### src/sv/pfa_pkg.sv
// shared types and constants of the page frame free list allocator
`timescale 1ns / 1ps

package pfa_pkg;

    localparam int unsigned ADDR_W     = 40;
    localparam int unsigned IDX_W      = 14;
    localparam int unsigned PAGES      = 1 << IDX_W;
    localparam int unsigned CNT_W      = IDX_W + 1;
    localparam int unsigned PAGE_SHIFT = 12;
    localparam int unsigned PAGE_BYTES = 1 << PAGE_SHIFT;
    localparam int unsigned RND_W      = ADDR_W + 1 - PAGE_SHIFT;

    typedef enum logic [1:0] {
        OP_INIT  = 2'd0,
        OP_ALLOC = 2'd1,
        OP_FREE  = 2'd2,
        OP_NONE  = 2'd3
    } op_t;

    typedef enum logic [1:0] {
        ST_OK       = 2'd0,
        ST_OOM      = 2'd1,
        ST_REJECTED = 2'd2,
        ST_SPARE    = 2'd3
    } status_t;

    typedef enum logic [1:0] {
        REG_KERNEL_START = 2'd0,
        REG_KERNEL_END   = 2'd1,
        REG_REGION_LIMIT = 2'd2,
        REG_UNUSED       = 2'd3
    } reg_index_t;

    typedef enum logic [3:0] {
        CMD_NONE,
        CMD_LATCH,
        CMD_POP,
        CMD_OOM,
        CMD_POP_LINK,
        CMD_FREE_CHECK,
        CMD_FREE_PUSH,
        CMD_SPAN,
        CMD_COUNT,
        CMD_WALK,
        CMD_WALK_END,
        CMD_EMIT
    } cmd_t;

    typedef struct packed {
        logic count_zero;
        logic walk_done;
        logic out_free;
    } dp_status_t;

endpackage

### src/sv/pfa_ctrl.sv
// controller state machine of the page frame allocator
`timescale 1ns / 1ps

module pfa_ctrl
    import pfa_pkg::*;
(
    input  logic       clk,
    input  logic       rst_n,
    input  logic       in_valid,
    input  logic [1:0] op,
    output logic       in_stall,
    input  dp_status_t dp_status,
    output cmd_t       cmd
);

    typedef enum logic [3:0] {
        S_IDLE,
        S_POP,
        S_POP_LINK,
        S_FREE_CHECK,
        S_FREE_PUSH,
        S_SPAN,
        S_COUNT,
        S_WALK,
        S_EMIT
    } state_t;

    state_t state_reg;
    state_t state_next;

    always_comb
    begin
        cmd        = CMD_NONE;
        state_next = state_reg;
        unique case (state_reg)
            S_IDLE:
            begin
                if (in_valid)
                begin
                    cmd = CMD_LATCH;
                    unique case (op_t'(op))
                        OP_INIT:  state_next = S_SPAN;
                        OP_ALLOC: state_next = S_POP;
                        OP_FREE:  state_next = S_FREE_CHECK;
                        OP_NONE:  state_next = S_EMIT;
                    endcase
                end
            end
            S_POP:
            begin
                if (dp_status.count_zero)
                begin
                    cmd        = CMD_OOM;
                    state_next = S_EMIT;
                end
                else
                begin
                    cmd        = CMD_POP;
                    state_next = S_POP_LINK;
                end
            end
            S_POP_LINK:
            begin
                cmd        = CMD_POP_LINK;
                state_next = S_EMIT;
            end
            S_FREE_CHECK:
            begin
                cmd        = CMD_FREE_CHECK;
                state_next = S_FREE_PUSH;
            end
            S_FREE_PUSH:
            begin
                cmd        = CMD_FREE_PUSH;
                state_next = S_EMIT;
            end
            S_SPAN:
            begin
                cmd        = CMD_SPAN;
                state_next = S_COUNT;
            end
            S_COUNT:
            begin
                cmd        = CMD_COUNT;
                state_next = S_WALK;
            end
            S_WALK:
            begin
                if (dp_status.walk_done)
                begin
                    cmd        = CMD_WALK_END;
                    state_next = S_EMIT;
                end
                else
                begin
                    cmd = CMD_WALK;
                end
            end
            S_EMIT:
            begin
                if (dp_status.out_free)
                begin
                    cmd        = CMD_EMIT;
                    state_next = S_IDLE;
                end
            end
            default:
            begin
                state_next = S_IDLE;
            end
        endcase
    end

    always_ff @(posedge clk or negedge rst_n)
    begin
        if (!rst_n)
        begin
            state_reg <= S_IDLE;
        end
        else
        begin
            state_reg <= state_next;
        end
    end

    assign in_stall = (state_reg != S_IDLE);

endmodule

### config.mk
export PLATFORM = sky130hd
export DESIGN_NAME = pfa_ctrl
export DESIGN_NICKNAME = d
export VERILOG_FILES = /design/src/sv/pfa_pkg.sv /design/src/sv/pfa_ctrl.sv
export SDC_FILE = /design/constraint.sdc
export NUM_CORES = 1
export LEC_CHECK = 0
export ABC_AREA = 1
export BUFFER_PORTS_ARGS = -buffer_cell sky130_fd_sc_hd__buf_2
export CAP_MARGIN = 20
export CORE_AREA = 4 4 41 43
export DETAILED_ROUTE_END_ITERATION = 16
export DIE_AREA = 0 0 45 47
export PLACE_DENSITY = 0.58
export SETUP_SLACK_MARGIN = 0.5
export SYNTH_ARGS = -nofsm -noshare
export SYNTH_HDL_FRONTEND = slang
export SYNTH_SLANG_ARGS = --single-unit
### constraint.sdc
create_clock -name clk -period 3 [get_ports clk]
set_input_delay 0.45 -clock clk [delete_from_list [all_inputs] [get_ports clk]]
set_output_delay 0.45 -clock clk [all_outputs]
set_load 0.05 [all_outputs]
* After elaboration in Yosys (flattened, before gate mapping)
Cells that the tools add are included.
** Word-level totals
- Register bits after elaboration :: 4
- Bits in latches :: 0
- RAM bits :: 0
- Bits in read-only memories :: 0
- Output and inout bits :: 5
- Word-level logic and storage cells :: 31
- Memories :: 0
** Operators by class
- $add $sub $neg :: 0
- $mul :: 0
- Divide/modulo/power cells :: 0
- Magnitude comparators :: 0
- Equal/unequal tests :: 14
- Shifts and indexed selects :: 0
- Multiplexer cells :: 11
- Bitwise operators :: 0
- Reductions and logical operators :: 5
** Operator list (number)
- 4-bit case mux with 9 select lines :: 1
- 4-bit case mux with 8 select lines :: 1
- 4-bit two-way mux :: 5
- 4-bit by 3-bit == test with 1-bit output, second input constant :: 4
- 4-bit case mux with 4 select lines :: 1
- 4-bit by 2-bit == test with 1-bit output, second input constant :: 2
- 2-bit inequality test, second input constant :: 3
- 2-bit == test, second input constant :: 2
- 4-bit by 1-bit == test with 1-bit output, second input constant :: 1
- 4-bit == test, second input constant :: 1
- 4-bit zero test :: 1
- 4-bit nonzero test :: 1
- 3-bit AND reduction :: 1
- 2-bit by 1-bit == test with 1-bit output, second input constant :: 1
- 2-bit zero test :: 1
- 1-bit two-way mux :: 2
- 2-bit two-way mux :: 1
- 2-bit OR reduction :: 1

* Depth between registers and ports, before layout
Gate-level depths: netlist of run 1.
- Depth in word-level cells :: 4
- Gate-level depth with buffers :: 7
- Depth with buffers taken out :: 7

* Least setup slack after synthesis of run 1
Ideal clock, no wire load.
- Kind :: register to output
- From :: register state_reg[3]
- To :: output cmd[2]
- Data arrival time :: 1751 ps
- Required time :: 2550 ps
- Slack :: 799 ps
- Stages on the path, launching flop included :: 4
- Buffers on the path :: 0
- Cells stage by stage :: dfrtp_1 > nor2_4 > inv_1 > o21ai_0
** Between the ends
- Longest elaborated chain between the ends :: 2
** Ends and longest elaborated chain
- from (decl) :: RTL line pfa_ctrl.sv:28 : state_t state_reg;
- from (signal assigned) :: RTL line pfa_ctrl.sv:122 : state_reg <= state_next;
- 4-bit == test (tied with other cells) :: RTL line pfa_ctrl.sv:35 : unique case (state_reg)
- 4-bit case mux with 9 select lines * :: RTL line pfa_ctrl.sv:35
- to (decl) :: RTL line pfa_ctrl.sv:13 : output cmd_t cmd
Mark *: on every way between the ends. The rest lies on a longest branch, timed or not.

* Worst setup path in the final report of run 1
- From :: register state_reg[0]
- To :: output cmd[0]
The elaborated chain is that of the path after synthesis.

==> insert_results.sql, run 1 <==
INSERT INTO impl_metrics (metric_group, metric, value, unit) VALUES
('worst_setup_path', 'startpoint_type', 'register', ''),
('global_routing', 'grt_pass1_vias', '456', ''),
('routing', 'routed_wl', '1021', 'um'),
('worst_setup_path', 'setup.reg_to_reg.worst_slack', '1.76', 'ns'),
('final_layout', 'nNetsFinal', '92', ''),
('clock_tree', 'cts_buffers', '3', ''),
('logic_synthesis', 'synth_edf_count', '0', ''),
('sta', 'timing.final.crit_share', '65.53', '%'),
('floorplan', 'fp.dieArea', '2115', 'um^2'),
('sta', 'report.final.setup_viol', '0', ''),
('global_routing', 'grt_start_max_net_pins', '11', ''),
('logic_synthesis', 'postSynthRegisterBits', '4', ''),
('sta', 'final_period_minus_worst_setup_slack', '1.966', 'ns'),
('sta', 'worst_clock_skew', '0.0001177', 'ns'),
('routing', 'vias', '481', ''),
('worst_setup_path', 'worst_path_most_repeated_cell', 'nand2_1', ''),
('logic_synthesis', 'synth_area_leader_cell', 'dfrtp_1', ''),
('sta', 'hold_violations', '0', ''),
('global_routing', 'grt_usage', '11.41', '%'),
('logic_synthesis', 'synth_most_common_cell', 'nand2_1', ''),
('final_layout', 'final_layout_size_suffix_gt1_share', '28.05', '%'),
('routing', 'first_iter_violations', '17', ''),
('worst_setup_path', 'crit-reg2reg-capture', 'state_reg[2]', ''),
('floorplan', 'row_count', '13', ''),
('floorplan', 'dieWidth', '45', 'um'),
('final_layout', 'area_growth', '25.63', '%'),
('worst_setup_path', 'worstPathCellList', 'nor2_2 > nand3_1 > nand2_1 > nor2_1 > nand2_1 > buf_2', ''),
('clock_tree', 'clk-insertion-delay-late', '0.23', 'ns'),
('placed_design', 'gp_congestion', '0.8603', ''),
('global_routing', 'antenna_found_initial', '0', ''),
('global_routing', 'grt_first_pass_wirelength', '1773', 'um'),
('logic_synthesis', 'yosysWarnings', '0', ''),
('routing', 'final_antenna_net_count', '0', ''),
('worst_setup_path', 'critical_path_required', '2.55', 'ns'),
('worst_setup_path', 'crit_fanout', '7', ''),
('routing', 'drc', '0', ''),
('clock_tree', 'clk_root_buffer_cell', 'clkbuf_4', ''),
('clock_tree', 'cts_tree', 'built', ''),
('global_routing', 'grt.overflow.total', '0', ''),
('logic_synthesis', 'synth_sequential_area_ratio', '25.32', '%'),
('logic_synthesis', 'synth_flop_cell', 'dfrtp_1', ''),
('clock_tree', 'htreeDepth', '1', ''),
('worst_setup_path', 'timing.reg2reg.worst_path_depth', '6', ''),
('final_layout', 'final_cell_count_no_fill', '97', ''),
('clock_tree', 'holdBufCountCts', '0', ''),
('worst_setup_path', 'worstPathArrival', '1.52', 'ns'),
('outcome', 'status', 'finished clean', ''),
('clock_tree', 'ctsResizeCount', '0', ''),
('min_path', 'timing.hold.worst.class', 'input port to async pin', ''),
('logic_synthesis', 'yosys.cell_types.count', '14', ''),
('final_layout', 'largest_register_ffs', '4', ''),
('logic_synthesis', 'synthTopCellsByCount', 'nand2_1, nand3_1, inv_1', ''),
('logic_synthesis', 'synth_cells', '67', ''),
('worst_setup_path', 'path_class', 'register to primary output', ''),
('floorplan', 'die_h', '47', 'um'),
('placed_design', 'placed_cells', '94', ''),
('final_layout', 'postLayoutCoreUtil', '38.17', '%'),
('logic_synthesis', 'mappedNetlistArea', '395.4', 'um^2'),
('worst_setup_path', 'timing.rr.start', 'state_reg[0]', ''),
('floorplan', 'top_level_ports', '13', ''),
('final_layout', 'fill_cells', '168', ''),
('floorplan', 'floorplan.initialDensity', '30.38', '%'),
('sta', 'worst-slew-pin-transition', '0.2839', 'ns'),
('worst_setup_path', 'worstSetupEndpointType', 'primary output', ''),
('placed_design', 'dpl.hpwl', '829', 'um'),
('clock_tree', 'cts.repair_timing.setup_buffer_count', '0', ''),
('routing', 'wl_per_cell', '10.53', 'um'),
('worst_setup_path', 'critical_path.max_stage_delay', '0.40', 'ns'),
('sta', 'maximum_frequency_from_static_timing_analysis', '0.5086', 'GHz'),
('placed_design', 'io_buffers', '12', ''),
('routing', 'detailedRoute.firstPassIterationCount', '4', '');
[worst max-delay path, delay by kind of cell (launching register included)]
family / cells / cell delay (ns)
AND/OR/NAND/NOR: 5 / 0.61
flip-flops: 1 / 0.40
buffers and inverters: 1 / 0.25
[layer usage]
metal | vias up | global-route usage [%] | wire length (um)
li1 | 243 | - | -
met1 | 215 | 13.76 | 430
met2 | 23 | 18.64 | 473
met3 | 0 | 4.598 | 117
met4 | 0 | 3.509 | 0
met5 | - | 0 | 0
[metrics by stage]
stage | instance area, um^2 | setup slack [ns] | hold slack (ns)
2_1_floorplan | 395.4 | 0.7992 | 0.1544
3_3_place_gp | 474.2 | 1.300 | 0.2561
3_5_place_dp | 474.2 | 1.287 | 0.2573
4_1_cts | 496.7 | 1.034 | 0.008290
5_1_grt | 496.7 | 0.8644 | 0.003431
6_report | 496.7 | 1.034 | 0.01289
[final cells by class]
type / count / area [um^2] / share of cell area [%]
sequential: 4 / 100.1 / 20.15
timing repair buffer: 12 / 60.06 / 12.09
multi-input combinational: 54 / 261.5 / 52.64
clock buffer: 3 / 22.52 / 4.534
tap: 15 / 18.77 / 3.778
inverter: 9 / 33.78 / 6.801
[placed cells by master (no fill, tap or decap), drive strengths merged]
cell	count
buf	12
nor2	12
nand3b	1
clkbuf	3
nand2	24
o21ai	2
dfrtp	4
o211ai	1
inv	9
nand3	13
nand4	1
[worst max-delay path by stage]
stage	from	endpoint	slack, ns	cells after the start
after floorplan	state_reg[3]	cmd[2]	0.80	3
after global placement	state_reg[1]	cmd[0]	1.30	6
after detailed placement	state_reg[0]	cmd[0]	1.29	6
after CTS	state_reg[0]	cmd[0]	1.03	6
after global routing	state_reg[0]	cmd[0]	0.86	6
final	state_reg[0]	cmd[0]	1.03	6
[cell families after synthesis]
logic type	after synthesis	share of synthesized area, %
DFF	4	25.32
AOI/OAI and AO/OA	3	4.431
buffers and inverters	9	8.544
and+or+nand+nor	51	61.71
Power of run 1 is not shown: default switching activity piles up to over one toggle a cycle in this logic, so the estimate is an artifact.
==> inputs of run 2 (changes only) <==
Clock period 3 ns to 1.95 ns, I/O delays scaled along.
==> run 2 against run 1 <==
Effect of this change: register-to-register slack got worse by 1.4 ns; critical path type unchanged; core utilization up 21 points; critical path depth is the same; die area unchanged; first-iteration DRC count shrank 41%; design area increased by 54%.
==> insert_results.sql, run 2 (synthesis gave the netlist of run 1 again) <==
INSERT INTO impl_metrics (metric_group, metric, value, unit) VALUES
('outcome', 'status', 'finished clean', ''),
('worst_setup_path', 'crit_fanout', '6', ''),
('pwr', 'power_frac_seq', '13.0', '%'),
('routing', 'via_per_inst', '4.733', ''),
('global_routing', 'grt_first_pass_wirelength', '2132', 'um'),
('worst_setup_path', 'critical_path_required', '1.66', 'ns'),
('sta', 'final_period_minus_worst_setup_slack', '1.642', 'ns'),
('global_routing', 'grt_usage', '13.95', '%'),
('placed_design', 'gp_congestion', '0.7867', ''),
('placed_design', 'dpl.hpwl', '830.5', 'um'),
('sta', 'finalMaxSlewViolations', '0', ''),
('floorplan', 'die_h', '47', 'um'),
('worst_setup_path', 'path_class', 'register to primary output', ''),
('worst_setup_path', 'worst_path_most_repeated_cell', 'nand2_2', ''),
('pwr', 'cell_internal_power', '0.7594', 'mW'),
('floorplan', 'standard_cell_core_area', '1301', 'um^2'),
('floorplan', 'floorplan.initialDensity', '30.38', '%'),
('pwr', 'combinationalPowerShare', '80.4', '%'),
('clock_tree', 'cts_max_path_buffers', '2', ''),
('final_layout', 'largest_register_ffs', '4', ''),
('worst_setup_path', 'worst_path_max_delay_cell', 'dfrtp_2', ''),
('sta', 'report.final.setup_viol', '0', ''),
('routing', 'final_antenna_net_count', '0', ''),
('final_layout', 'final_common_cell', 'nand2_1', ''),
('worst_setup_path', 'setup.reg_to_reg.worst_slack', '0.35', 'ns'),
('clock_tree', 'clk-insertion-delay-late', '0.24', 'ns'),
('clock_tree', 'clk_pin_slew', '0.04', 'ns'),
('sta', 'hold_violations', '0', ''),
('pwr', 'sw_frac_of_total', '52.33', '%'),
('job', 'max_cap_violations', '0', ''),
('floorplan', 'top_level_ports', '13', ''),
('routing', 'first_iter_violations', '10', ''),
('pwr', 'power_density', '2084', 'nW/um^2'),
('min_path', 'timing.hold.worst.class', 'input port to async pin', ''),
('clock_tree', 'cts_sinks', '4', ''),
('pwr', 'power_leakage', '0.4164', 'nW'),
('worst_setup_path', 'worstPathCellList', 'inv_4 > nand2_2 > nand2_1 > nand2_2 > o211ai_1 > buf_4', ''),
('clock_tree', 'htreeDepth', '1', ''),
('final_layout', 'nNetsFinal', '111', ''),
('final_layout', 'antenna_cells', '0', ''),
('final_layout', 'most-common-layout-cells', 'nand2_1, buf_4, nand3_1', ''),
('pwr', 'power.total', '1.593', 'mW'),
('global_routing', 'grt_pass1_vias', '515', ''),
('routing', 'vias', '549', ''),
('routing', 'detailedRoute.firstPassIterationCount', '4', ''),
('worst_setup_path', 'worstPathArrival', '1.35', 'ns'),
('sta', 'timing.slew.headroom', '83.55', '%'),
('pwr', 'vdd_drop_max', '0.001417', 'V'),
('sta', 'rsz0062_at_grt', 'true', ''),
('sta', 'maximum_frequency_from_static_timing_analysis', '0.6091', 'GHz'),
('pwr', 'power_dissipated_by_switching_net_loads', '0.8337', 'mW'),
('worst_setup_path', 'crit-reg2reg-capture', 'state_reg[2]', ''),
('global_routing', 'antenna_found_initial', '0', ''),
('clock_tree', 'cts_buffers', '3', ''),
('worst_setup_path', 'timing.rr.start', 'state_reg[3]', ''),
('sta', 'timing.final.crit_share', '84.20', '%'),
('worst_setup_path', 'timing.reg2reg.worst_path_depth', '10', ''),
('sta', 'worst_clock_skew', '0.0004877', 'ns'),
('routing', 'drc', '0', ''),
('floorplan', 'row_count', '13', ''),
('final_layout', 'final_layout_size_suffix_gt1_share', '59.41', '%'),
('routing', 'routed_wl', '1318', 'um'),
('clock_tree', 'clk_root_buffer_cell', 'clkbuf_4', ''),
('floorplan', 'fp.dieArea', '2115', 'um^2'),
('clock_tree', 'cts_tree', 'built', ''),
('pwr', 'pwr-share-clk', '6.6', '%'),
('worst_setup_path', 'worstSetupEndpointType', 'primary output', ''),
('global_routing', 'grt_start_max_net_pins', '8', ''),
('final_layout', 'area_growth', '93.35', '%'),
('global_routing', 'grt.overflow.total', '0', ''),
('sta', 'setup-tns-final', '0', 'ns'),
('floorplan', 'dieWidth', '45', 'um'),
('placed_design', 'io_buffers', '12', ''),
('routing', 'wl_per_cell', '11.36', 'um'),
('sta', 'worst-slew-pin-transition', '0.2461', 'ns'),
('worst_setup_path', 'startpoint_type', 'register', ''),
('worst_setup_path', 'critical_path.max_stage_delay', '0.47', 'ns'),
('final_layout', 'fill_cells', '132', '');
run 2: cell types whose count changed in the layout (fill, tap and decap cells not counted), moves of 4 or more:
cell     previous run  this run
buf_4               0        13
buf_6               0         8
buf_2              12         7
nand2_1            23        18
dfrtp_1             4         0
dfrtp_2             0         4
inv_1               8         4
run 2: critical path: cells and delay by family (launching register included):
family	cells	cell delay, ns
AO/OA/AOI/OAI	1	0.16
buffers and inverters	2	0.32
flip-flops	1	0.47
AND/OR/NAND/NOR	3	0.16
run 2: what timing repair did:
action                                 in CTS  in global routing
buffers inserted                           14                  4
hold buffers                                1                  0
setup endpoints to repair                   5                  6
pin swaps                                   8                 11
resized for setup                          30                  8
endpoints found under the hold margin       4                  0
run 2: worst max path at each step:
stage	start	to	slack (ns)	cells after the start
finish	state_reg[1]	cmd[1]	0.31	6
global route	state_reg[3]	cmd[0]	0.24	4
CTS	state_reg[1]	cmd[1]	0.30	6
detailed placement	state_reg[1]	cmd[0]	0.37	6
global placement	state_reg[0]	cmd[0]	0.39	7
floorplan	state_reg[2]	cmd[1]	0.17	4
run 2: metrics by stage:
stage	setup WS [ns]	std cells	utilization (%)	area [um^2]	hold WS (ns)
after floorplan	0.1730	67	-	400.4	-0.003091
after global placement	0.3861	94	36.83	479.2	0.09888
after detailed placement	0.3664	94	36.83	479.2	0.09855
after CTS	0.3034	112	54.23	705.7	0.3863
after global routing	0.2428	116	58.75	764.5	0.4041
final	0.3081	116	58.75	764.5	0.3904
run 2: layout make-up:
class                   instances  area (um^2)  area share [%]
multi-input cells              54        316.6           41.41
repair buffers                 31        262.8           34.37
flip-flops and latches          4        105.1           13.75
inverters                       9        38.79           5.074
clock buffers                   3        22.52           2.946
well taps                      15        18.77           2.455
run 2: metal layers:
metal	up-vias	GRT usage (%)	wire length (um)
li1	285	-	-
met1	237	15.60	537
met2	25	25.71	655
met3	2	4.215	102
met4	0	3.509	22
met5	-	0	0
run 2: power groups by stage:
stage | combinational, mW | sequential (mW) | clock (mW)
global route | 1.37 | 0.213 | 0.113
detailed placement | 0.790 | 0.178 | 0
CTS | 1.16 | 0.205 | 0.107
global placement | 0.793 | 0.176 | 0
floorplan | 0.642 | 0.170 | 0
finish | 1.28 | 0.208 | 0.105
Note: power is estimated with default switching activity, not from simulation.
==> inputs of run 3 (changes only) <==
Clock period 1.95 ns to 1.7 ns, I/O delays scaled along.
==> run 3 against run 2 <==
Effect of this change: worst setup slack worse by 0.24 ns; critical path depth up 1; design area down 19%; via count down 8.9%; count of clock-buffer cells in the layout unchanged; hold slack worse by 0.044 ns; critical path type unchanged; register-to-register slack better by 0.06 ns; largest cell class unchanged; sequential cell count unchanged; critical endpoint is now cmd[0]; routed wire length down 13%; highest routed layer unchanged; first-iteration DRC count up 10%.
==> insert_results.sql, run 3 (synthesis gave the netlist of run 1 again) <==
INSERT INTO impl_metrics (metric_group, metric, value, unit) VALUES
('placed_design', 'io_buffers', '12', ''),
('sta', 'report.final.setup_viol', '0', ''),
('worst_setup_path', 'timing.reg2reg.worst_path_depth', '7', ''),
('global_routing', 'grt_use_met2', '21.19', '%'),
('sta', 'final_period_minus_worst_setup_slack', '1.628', 'ns'),
('routing', 'vias', '500', ''),
('placed_design', 'dpl.hpwl', '808.1', 'um'),
('min_path', 'timing.hold.worst.class', 'input port to async pin', ''),
('routing', 'routed_wl', '1142', 'um'),
('routing', 'first_iter_violations', '11', ''),
('sta', 'worst_clock_skew', '0.002838', 'ns'),
('worst_setup_path', 'worstSetupEndpointType', 'primary output', ''),
('final_layout', 'most-common-layout-cells', 'nand2_1, nand3_1, buf_4', ''),
('final_layout', 'final_common_cell', 'nand2_1', ''),
('sta', 'timing.slew.headroom', '85.88', '%'),
('final_layout', 'final_cell_count_no_fill', '105', ''),
('sta', 'timing.final.crit_share', '95.75', '%'),
('job', 'max_cap_violations', '0', ''),
('worst_setup_path', 'path_class', 'register to primary output', ''),
('worst_setup_path', 'crit_fanout', '5', ''),
('global_routing', 'grt.overflow.total', '0', ''),
('clock_tree', 'clk_root_buffer_cell', 'clkbuf_4', ''),
('floorplan', 'die_h', '47', 'um'),
('placed_design', 'gp_congestion', '0.8326', ''),
('worst_setup_path', 'timing.rr.start', 'state_reg[1]', ''),
('outcome', 'status', 'finished clean', ''),
('floorplan', 'dieWidth', '45', 'um'),
('routing', 'via_per_inst', '4.762', ''),
('routing', 'wl_per_cell', '10.88', 'um'),
('global_routing', 'grt_first_pass_wirelength', '1745', 'um'),
('sta', 'worst-slew-pin-transition', '0.2114', 'ns'),
('sta', 'fin_hold_ws', '0.3461', 'ns'),
('global_routing', 'grt_util_met1', '12.18', '%'),
('sta', 'hold_violations', '0', ''),
('clock_tree', 'cts_tree', 'built', ''),
('clock_tree', 'clk_pin_slew', '0.04', 'ns'),
('clock_tree', 'cts_max_path_buffers', '2', ''),
('clock_tree', 'cts_buffers', '3', ''),
('routing', 'detailedRoute.firstPassIterationCount', '4', ''),
('worst_setup_path', 'critPathLaunch', 'state_reg[1]', ''),
('global_routing', 'grt_pass1_vias', '445', ''),
('floorplan', 'fp.dieArea', '2115', 'um^2'),
('routing', 'drc', '0', ''),
('global_routing', 'antenna_found_initial', '0', ''),
('final_layout', 'largest_register_ffs', '4', ''),
('floorplan', 'top_level_ports', '13', ''),
('final_layout', 'final_layout_size_suffix_gt1_share', '47.78', '%'),
('floorplan', 'row_count', '13', ''),
('final_layout', 'nNetsFinal', '100', ''),
('worst_setup_path', 'setup.reg_to_reg.worst_slack', '0.41', 'ns'),
('global_routing', 'grt_usage', '11.42', '%'),
('sta', 'maximum_frequency_from_static_timing_analysis', '0.6144', 'GHz'),
('sta', 'setup-tns-final', '0', 'ns'),
('clock_tree', 'cts_sinks', '4', ''),
('worst_setup_path', 'critical_path_required', '1.44', 'ns'),
('global_routing', 'met3_resource_use_gr', '1.149', '%'),
('final_layout', 'area_growth', '56.01', '%'),
('clock_tree', 'clk-insertion-delay-late', '0.24', 'ns'),
('sta', 'rsz0062_at_grt', 'true', ''),
('routing', 'final_antenna_net_count', '0', ''),
('worst_setup_path', 'crit-reg2reg-capture', 'state_reg[2]', ''),
('final_layout', 'antenna_cells', '0', ''),
('placed_design', 'placed_cells', '95', ''),
('worst_setup_path', 'startpoint_type', 'register', ''),
('floorplan', 'standard_cell_core_area', '1301', 'um^2'),
('sta', 'finalMaxSlewViolations', '0', ''),
('floorplan', 'floorplan.initialDensity', '30.38', '%'),
('worst_setup_path', 'worstPathArrival', '1.37', 'ns'),
('global_routing', 'grt_start_max_net_pins', '8', ''),
('clock_tree', 'htreeDepth', '1', ''),
('global_routing', 'globalRoute.busiestLayer', 'met2', '');
-- run 3: worst max-delay path by stage --
stage,end,slack (ns),depth (start not counted)
finish,cmd[0],0.07,7
global placement,cmd[0],0.17,6
detailed placement,cmd[0],0.15,6
floorplan,cmd[1],-0.04,4
global route,cmd[1],-0.01,4
CTS,cmd[1],0.09,4
-- run 3: through the flow --
stage	utilization, %	setup WS (ns)	cell area (um^2)
6_report	47.40	0.07230	616.8
5_1_grt	47.40	-0.009877	616.8
4_1_cts	45.96	0.08911	598.1
3_5_place_dp	37.79	0.1528	491.7
3_3_place_gp	37.79	0.1693	491.7
2_1_floorplan	-	-0.03948	405.4
-- run 3: area by class of cell --
| cell class | instances | area [um^2] |
|---|---|---|
| Fill cell | 132 | 684.4 |
| Multi-Input combinational cell | 54 | 289.0 |
| Timing Repair Buffer | 20 | 150.1 |
| Sequential cell | 4 | 102.6 |
| Inverter | 9 | 33.78 |
| Clock buffer | 3 | 22.52 |
| Tap cell | 15 | 18.77 |
-- run 3: per-layer routing --
metal | vias up | wire, um
li1 | 258 | -
met1 | 224 | 516
met2 | 15 | 547
met3 | 3 | 59
met4 | 0 | 19
met5 | - | 0
-- run 3: critical path, cell delays in order, from the launching register on --
cell and delay [ns]:
dfrtp_2 0.45, nand2_2 0.10, inv_1 0.06, nand3_2 0.11
nand2_1 0.06, nor2_1 0.14, nand2_2 0.06, buf_6 0.15
-- run 3: timing repair --
action	CTS	global route
hold buffers	1	0
endpoints found under the hold margin	4	0
resized for setup	16	2
pin swaps	4	0
buffers inserted	4	2
endpoints found under the setup margin	9	9
Power of run 3 is left out for the same reason.
